**config.mk**
```make
export PLATFORM = sky130hd
export DESIGN_NAME = idea_key_schedule_masked_top
export DESIGN_NICKNAME = d
export VERILOG_FILES = /design/src/idksm_pkg.sv /design/src/idksm_rotator.sv /design/src/idea_key_schedule_masked_top.sv
export SDC_FILE = /design/constraint.sdc
export NUM_CORES = 1
export LEC_CHECK = 0
export BUFFER_PORTS_ARGS = -buffer_cell sky130_fd_sc_hd__buf_2
export CORE_ASPECT_RATIO = 0.7
export CORE_MARGIN = 5
export CORE_UTILIZATION = 40
export DETAILED_ROUTE_END_ITERATION = 7
export PLACE_DENSITY = 0.66
export SKIP_CTS_REPAIR_TIMING = 1
export SLEW_MARGIN = 20
export SYNTH_ARGS = -nofsm -noshare
export SYNTH_HDL_FRONTEND = slang
export SYNTH_HIERARCHICAL = 1
export SYNTH_SLANG_ARGS = --single-unit
```
**constraint.sdc**
```tcl
create_clock -name clk -period 3.8 [get_ports clk]
set_input_delay 1.14 -clock clk [delete_from_list [all_inputs] [get_ports clk]]
set_output_delay 1.14 -clock clk [all_outputs]
set_load 0.05 [all_outputs]
```
**src/idksm_pkg.sv**
```systemverilog
`timescale 1ns / 1ps
// ----------------------------------------------------------------------------
// idksm_pkg: shared types and constants for the masked IDEA key schedule
// Schedule length, rotation amounts, mask reset value, sequencer states and
// the control bundle that drives the key rotator.
// ----------------------------------------------------------------------------
package idksm_pkg;

  localparam int NumSubkeys = 52;
  localparam int KeyWidth   = 128;
  localparam int WordWidth  = 16;
  localparam int IdxWidth   = 6;
  localparam int GroupRot   = 25;

  localparam logic [WordWidth-1:0] MaskReset = 16'h0dae;
  localparam logic [IdxWidth-1:0]  LastIdx   = IdxWidth'(NumSubkeys - 1);
  localparam logic [2:0]           GroupEnd  = 3'd7;

  typedef enum logic {
    ST_IDLE,
    ST_RUN
  } state_t;

  typedef struct packed {
    logic load;       // capture a new key
    logic step;       // advance to the next subkey
    logic group_end;  // step crosses into the next group of eight
  } rot_ctl_t;

endpackage

```
**src/idksm_rotator.sv**
```systemverilog
`timescale 1ns / 1ps
// ----------------------------------------------------------------------------
// idksm_rotator: rotating 128-bit key register
// Presents the current subkey word at the top 16 bits. A step rotates left by
// one word; at the end of a group it also applies the 25-bit group rotation.
// ----------------------------------------------------------------------------
module idksm_rotator (
  input  logic                             clk,
  input  idksm_pkg::rot_ctl_t              ctl,
  input  logic [idksm_pkg::KeyWidth-1:0]   key_in,
  output logic [idksm_pkg::WordWidth-1:0]  word
);

  localparam int RotWord  = idksm_pkg::WordWidth;
  localparam int RotGroup = idksm_pkg::WordWidth + idksm_pkg::GroupRot;

  logic [idksm_pkg::KeyWidth-1:0] key_r;
  logic [idksm_pkg::KeyWidth-1:0] key_nxt;
  logic [idksm_pkg::KeyWidth-1:0] rot_word;
  logic [idksm_pkg::KeyWidth-1:0] rot_group;

  assign rot_word  = {key_r[idksm_pkg::KeyWidth-RotWord-1:0],
                      key_r[idksm_pkg::KeyWidth-1:idksm_pkg::KeyWidth-RotWord]};
  assign rot_group = {key_r[idksm_pkg::KeyWidth-RotGroup-1:0],
                      key_r[idksm_pkg::KeyWidth-1:idksm_pkg::KeyWidth-RotGroup]};

  always_comb begin
    key_nxt = key_r;
    if (ctl.load) begin
      key_nxt = key_in;
    end else if (ctl.step) begin
      key_nxt = ctl.group_end ? rot_group : rot_word;
    end
  end

  always_ff @(posedge clk) begin
    key_r <= key_nxt;
  end

  assign word = key_r[idksm_pkg::KeyWidth-1:idksm_pkg::KeyWidth-idksm_pkg::WordWidth];

endmodule

```
**src/idea_key_schedule_masked_top.sv**
```systemverilog
`timescale 1ns / 1ps
// ----------------------------------------------------------------------------
// idea_key_schedule_masked_top: masked IDEA encryption key schedule
// Usage:
//   Input channel (in_valid / in_stall) takes one 128-bit user key as two
//   64-bit halves. The block then emits the 52 encryption subkeys on the
//   output channel (out_valid / out_stall), one beat each, with the index
//   and a last flag on subkey 51. Each subkey is XORed with the mask.
//   A taken key beat is first loaded into the rotating key register; the
//   first subkey is then registered in the output register. After that one
//   subkey per cycle while out_stall is low, set by the single rotating key
//   register that yields one word per cycle. Keys are handled one at a time:
//   the 52 subkeys are emitted, then the next key is loaded while idle.
//   in_stall stays high from the key beat until subkey 51 is loaded into
//   the output register; the next key may be taken while that beat waits.
//   A stalled output holds its beat and pauses the sequencer.
//   Config channel (cfg_valid / cfg_ready) writes the 16-bit mask; it is
//   always ready. The user must write it only while the block is idle; the block itself does not enforce this.
//   Reset (rst_n low, synchronous) returns to idle, drops any pending
//   output and sets the mask to 0x0dae.
// ----------------------------------------------------------------------------
module idea_key_schedule_masked_top (
  input  logic                              clk,
  input  logic                              rst_n,
  input  logic                              in_valid,
  output logic                              in_stall,
  input  logic [63:0]                       in_key_hi,
  input  logic [63:0]                       in_key_lo,
  output logic                              out_valid,
  input  logic                              out_stall,
  output logic [idksm_pkg::WordWidth-1:0]   out_subkey,
  output logic [idksm_pkg::IdxWidth-1:0]    out_subkey_index,
  output logic                              out_last,
  input  logic                              cfg_valid,
  output logic                              cfg_ready,
  input  logic [idksm_pkg::WordWidth-1:0]   cfg_subkey_mask
);

  idksm_pkg::state_t state_r, state_nxt;
  logic [idksm_pkg::IdxWidth-1:0]  idx_r, idx_nxt;
  logic [idksm_pkg::WordWidth-1:0] mask_r, mask_nxt;
  logic                            out_valid_r, out_valid_nxt;
  logic [idksm_pkg::WordWidth-1:0] subkey_r, subkey_nxt;
  logic [idksm_pkg::IdxWidth-1:0]  oidx_r, oidx_nxt;
  logic                            last_r, last_nxt;

  idksm_pkg::rot_ctl_t             ctl;
  logic [idksm_pkg::WordWidth-1:0] word;
  logic                            slot_free;

  idksm_rotator u_rot (
    .clk    (clk),
    .ctl    (ctl),
    .key_in ({in_key_hi, in_key_lo}),
    .word   (word)
  );

  assign slot_free = !out_valid_r || !out_stall;
  assign cfg_ready = 1'b1;

  always_comb begin
    state_nxt     = state_r;
    idx_nxt       = idx_r;
    mask_nxt      = mask_r;
    out_valid_nxt = out_valid_r;
    subkey_nxt    = subkey_r;
    oidx_nxt      = oidx_r;
    last_nxt      = last_r;
    ctl           = '0;
    in_stall      = 1'b1;

    if (out_valid_r && !out_stall) begin
      out_valid_nxt = 1'b0;
    end
    if (cfg_valid && cfg_ready) begin
      mask_nxt = cfg_subkey_mask;
    end

    case (state_r)
      idksm_pkg::ST_IDLE: begin
        in_stall = 1'b0;
        if (in_valid) begin
          ctl.load  = 1'b1;
          idx_nxt   = '0;
          state_nxt = idksm_pkg::ST_RUN;
        end
      end
      idksm_pkg::ST_RUN: begin
        if (slot_free) begin
          out_valid_nxt = 1'b1;
          subkey_nxt    = word ^ mask_r;
          oidx_nxt      = idx_r;
          last_nxt      = (idx_r == idksm_pkg::LastIdx);
          ctl.step      = 1'b1;
          ctl.group_end = (idx_r[2:0] == idksm_pkg::GroupEnd);
          idx_nxt       = idx_r + 1'b1;
          if (idx_r == idksm_pkg::LastIdx) begin
            state_nxt = idksm_pkg::ST_IDLE;
          end
        end
      end
      default: begin
        state_nxt = idksm_pkg::ST_IDLE;
      end
    endcase
  end

  always_ff @(posedge clk) begin
    if (!rst_n) begin
      state_r     <= idksm_pkg::ST_IDLE;
      idx_r       <= '0;
      mask_r      <= idksm_pkg::MaskReset;
      out_valid_r <= 1'b0;
    end else begin
      state_r     <= state_nxt;
      idx_r       <= idx_nxt;
      mask_r      <= mask_nxt;
      out_valid_r <= out_valid_nxt;
    end
  end

  always_ff @(posedge clk) begin
    subkey_r <= subkey_nxt;
    oidx_r   <= oidx_nxt;
    last_r   <= last_nxt;
  end

  assign out_valid        = out_valid_r;
  assign out_subkey       = subkey_r;
  assign out_subkey_index = oidx_r;
  assign out_last         = last_r;

endmodule
```
==> Word level (Yosys, flattened, before mapping) <==
Index checks and enable logic that the tools add are counted.
W data, S select, Z words.
{ "totals": {"regBits": 175, "input_bits": 149, "output_inout_bits": 26, "wordCells": 39} }
{ "classes": {"n_reduce_logical": 7, "eq_ne": 4, "muxes": 17, "add_sub_neg": 1, "bitwise": 2} }
{ "ops": {"columns": ["op", "count"], "rows": [
  ["$mux W128", 3],
  ["$xor A16 B16 Y16", 1],
  ["$mux W6", 2],
  ["$pmux W6 S2", 1],
  ["$mux W1", 8],
  ["$add A6 B1 Y6 const B", 1],
  ["$eq A6 B6 Y1 const B", 1],
  ["$mux W2", 2],
  ["$reduce_and A2 Y1", 2],
  ["$eq A3 B3 Y1 const B", 1],
  ["$logic_not A1 Y1", 2],
  ["$ne A2 B1 Y1 const B", 1],
  ["$ne A2 B2 Y1 const B", 1],
  ["$pmux W1 S2", 1],
  ["$reduce_bool A2 Y1", 1],
  ["$logic_and A1 B1 Y1", 1],
  ["$logic_or A1 B1 Y1", 1],
  ["$not A1 Y1", 1]
]} }

==> Depth between registers and ports, before layout <==
{ "logic_depth": {"ltp_word": 7, "depth_mapped": 8} }

==> Cells and area by module <==
Netlist, hierarchy kept.
{ "modules_own_cells": {"columns": ["mod", "area_each_um2", "seq_area_each_um2", "cells_each", "instances"], "rows": [
  ["idksm_rotator", 6771.5, 3843.7, 571, 1],
  ["idea_key_schedule_masked_top", 1785.5, 1171.1, 138, 1]
]} }

==> Least setup slack after synthesis <==
No wires, ideal clock.
{ "synth_timing": {"kind": "input to register", "from": "in out_stall", "to": "reg u_rot/key_r[0] (netlist name) (enable)", "arrival_ns": 3.541, "setup_time_ns": 0.433, "stages": 4, "path_buffers": 1, "path_slack_ns": -0.174, "cell_sequence": "a21bo_1 -> buf_6 -> clkinv_1 -> or2_2"} }
{ "synth_rtl": {"columns": ["element", "line", "rtl"], "rows": [
  ["start, declared", "idea_key_schedule_masked_top.sv:30", "input logic out_stall,"],
  ["end signal, assigned", "idksm_rotator.sv:37", "key_r <= key_nxt;"],
  ["end, declared", "idksm_rotator.sv:17", "logic [idksm_pkg::KeyWidth-1:0] key_r;"]
]} }

==> flow_summary.ini <==
[synth]
syn_inst = 709
yosysUniqueCellTypes = 31
avgSynthCellArea_um2 = 12.1
ys.warnings.count = 6
yosysSeqAreaShare_pct = 58.6
yosys-top-cells-count = 151 x edfxtp_1, 144 x mux2i_1, 141 x nand2_1, 120 x o21ai_1, 24 x dfxtp_1
async_reset_ff_share_pct = 0
synthTopCellsByArea = edfxtp_1 53%, mux2i_1 17%, o21ai_1 7.0%, nand2_1 6.2%, dfxtp_1 5.6%
ys_ff_latch = 175
syn-cell-area_mm2 = 0.00856
yosys.area.top_type = edfxtp_1
synth_edf_count = 151
ys.flop_type = edfxtp_1
syn_nets = 860
synth_top_cell_area_share_pct = 53.0
yosysMostFrequentCell = edfxtp_1

[power]
power_mw = 4.81
p_per_area_mw_per_mm2 = 484
power_leakage_nw = 3.61
peakVddDrop_uv = 331

[finish]
nets = 999
syn_to_final_growth_pct = 16.3
drive_above_1_share_pct = 25.2
final.fill_count = 1943
diodes = 0

[clock_network]
cts_buffers = 17
cts_tree = built
htreeDepth = 4
clock-sinks = 175
cts_root_buffer = clkbuf_16
clk_pin_slew_ns = 0.06
clockBufferDepth = 2
worst_skew_pair.late_latency_ns = 0.42

[sta]
fin_tns_setup_ns = 0
rsz0062_at_grt = no
hold_viol = 0
worstMarginPinSlew_ns = 0.556
max_freq_ghz = 0.370
min_period_over_period_pct = 71.0
setup_viol = 0
finalCriticalPeriod_ns = 2.70
slew_headroom_pct = 62.9
drv_slew = 0
finalClockSkew_ns = 0.0139

[worst_setup_path]
crit_arrival_ns = 2.86
crit_path_max_fanout = 28
crit_family = buffers and inverters
critical_path_class = input pin to flip-flop
cp.required_ns = 3.96
slowest_stage = and2_4
path_cells = buf_2, a21bo_1, clkinv_1, and2_4, buf_12, mux2i_1, o21ai_1
critPathCaptureType = flip-flop
slowest_delay_ns = 0.50
critPathBufInv = 3
start_kind = input pin

[global_routing]
grt_overflow = 0
antenna_found_initial = 0
grt_usage_pct = 17.0
grt_pass1_wl_mm = 31.8
grt_max_degree = 145
grt_pass1_vias = 5640

[job]
cap_violations = 0

[die]
io_pins = 175
start_util_pct = 41.0
die_w_um = 185
die_height_um = 132
die_area_mm2 = 0.0245
placementRows = 44
coreArea_mm2 = 0.0209

[route]
ant_nets = 0
drt_iter0_drc = 549
drc = 0
routedWlPerCell_um = 18.5
wl_mm = 21.0
dr.pass1.iters = 5
via_per_inst = 5.00
vias = 5687

[placed_design]
port_buffers = 173
hpwl_mm = 15.3
routabilityCongestion = 0.790

[worst_hold_path]
holdCritPathClass = flip-flop to flip-flop

[run_status]
outcome = finished clean
## state kept, by name (all words and copies together), names as in the netlist
name and flops:
state_r 1, out_valid 1, idx_r 6, mask_r 16, out_last 1, out_subkey 16
out_subkey_index 6, u_rot/key_r 128
## placed cells by master (no fill, tap or decap), types with 2 or more instances in the layout
master,Yosys,layout
buf_2,13,173
a21oi_1,6,6
dfxtp_1,24,24
nor2_1,10,10
clkinv_2,0,4
buf_4,19,5
nand2_1,141,141
clkinv_1,1,2
nand2b_1,2,2
edfxtp_1,151,151
xor2_1,16,16
o21ai_1,120,120
clkbuf_16,0,19
ha_1,2,2
inv_6,0,3
mux2i_1,144,144
o21ai_0,9,9
clkbuf_1,17,2
nand3_1,5,5
clkbuf_8,0,3
buf_12,13,6
## metal layers
metal  vias up  GRT usage [%]  wire length (um)
li1       2824              -                 -
met1      2662           26.1             10200
met2       194           24.6              9110
met3         7           4.14              1580
met4         0           3.42               119
met5         -              0                 0
## layout make-up
type	instances	area, um2	area share [%]
Clock buffer	24	524	5.27
Clock inverter	8	48.8	0.490
Inverter	3	16.3	0.163
Multi-Input combinational cell	467	2980	30.0
Sequential cell	175	5010	50.4
Tap cell	276	345	3.47
Timing Repair Buffer	184	1020	10.3
## logic make-up (layout without fill, tap and decap cells)
logic type | after synthesis | count (layout) | synth area share [%]
flops | 175 | 175 | 58.6
fa+ha+maj | 2 | 2 | 0.292
simple gates | 163 | 163 | 7.49
buf+inv | 67 | 219 | 6.61
xor+xnor | 16 | 16 | 1.64
other cells | 1 | 1 | 0.0438
compound gates | 141 | 141 | 8.48
mux | 144 | 144 | 16.8
## worst register-to-register path, delay by kind of cell, from the launching register on
family	cells	cell delay, ns
multiplexers	1	0.33
adder cells (fa/ha/maj)	2	0.44
buffers and inverters	1	0.31
AO/OA/AOI/OAI	1	0.09
AND/OR/NAND/NOR	1	0.49
flip-flops	1	0.41
## final timing paths
check / start / slack (ns) / endpoint / depth (start not counted)
setup / recovery: out_stall / 1.10 / u_rot/key_r[34] / 7
setup reg to reg: idx_r[0] / 1.47 / u_rot/key_r[34] / 6
hold / removal: mask_r[10] / 0.49 / mask_r[10] / 2
hold reg to reg: mask_r[10] / 0.49 / mask_r[10] / 2
## power breakdown
group / switching (mW) / total, mW / leakage, nW / internal (mW)
Clock: 0.719 / 1.69 / 0.284 / 0.966
Combinational: 0.372 / 0.595 / 1.62 / 0.223
Sequential: 0.159 / 2.53 / 1.70 / 2.37
## through the flow
stage | cells | hold WS, ns | utilization [%] | setup slack, ns | cell area [um2]
after detailed placement | 1105 | 0.483 | 45.0 | 0.693 | 9380
final | 1137 | 0.495 | 47.7 | 1.10 | 9950
after global routing | 1137 | 0.519 | 47.7 | 1.03 | 9950
after CTS | 1137 | 0.499 | 47.7 | 1.14 | 9950
after global placement | 1105 | 0.474 | 45.0 | 0.718 | 9380
after floorplan | 709 | 0.436 | - | 0.466 | 8560
(Power assumes the default switching activity.)
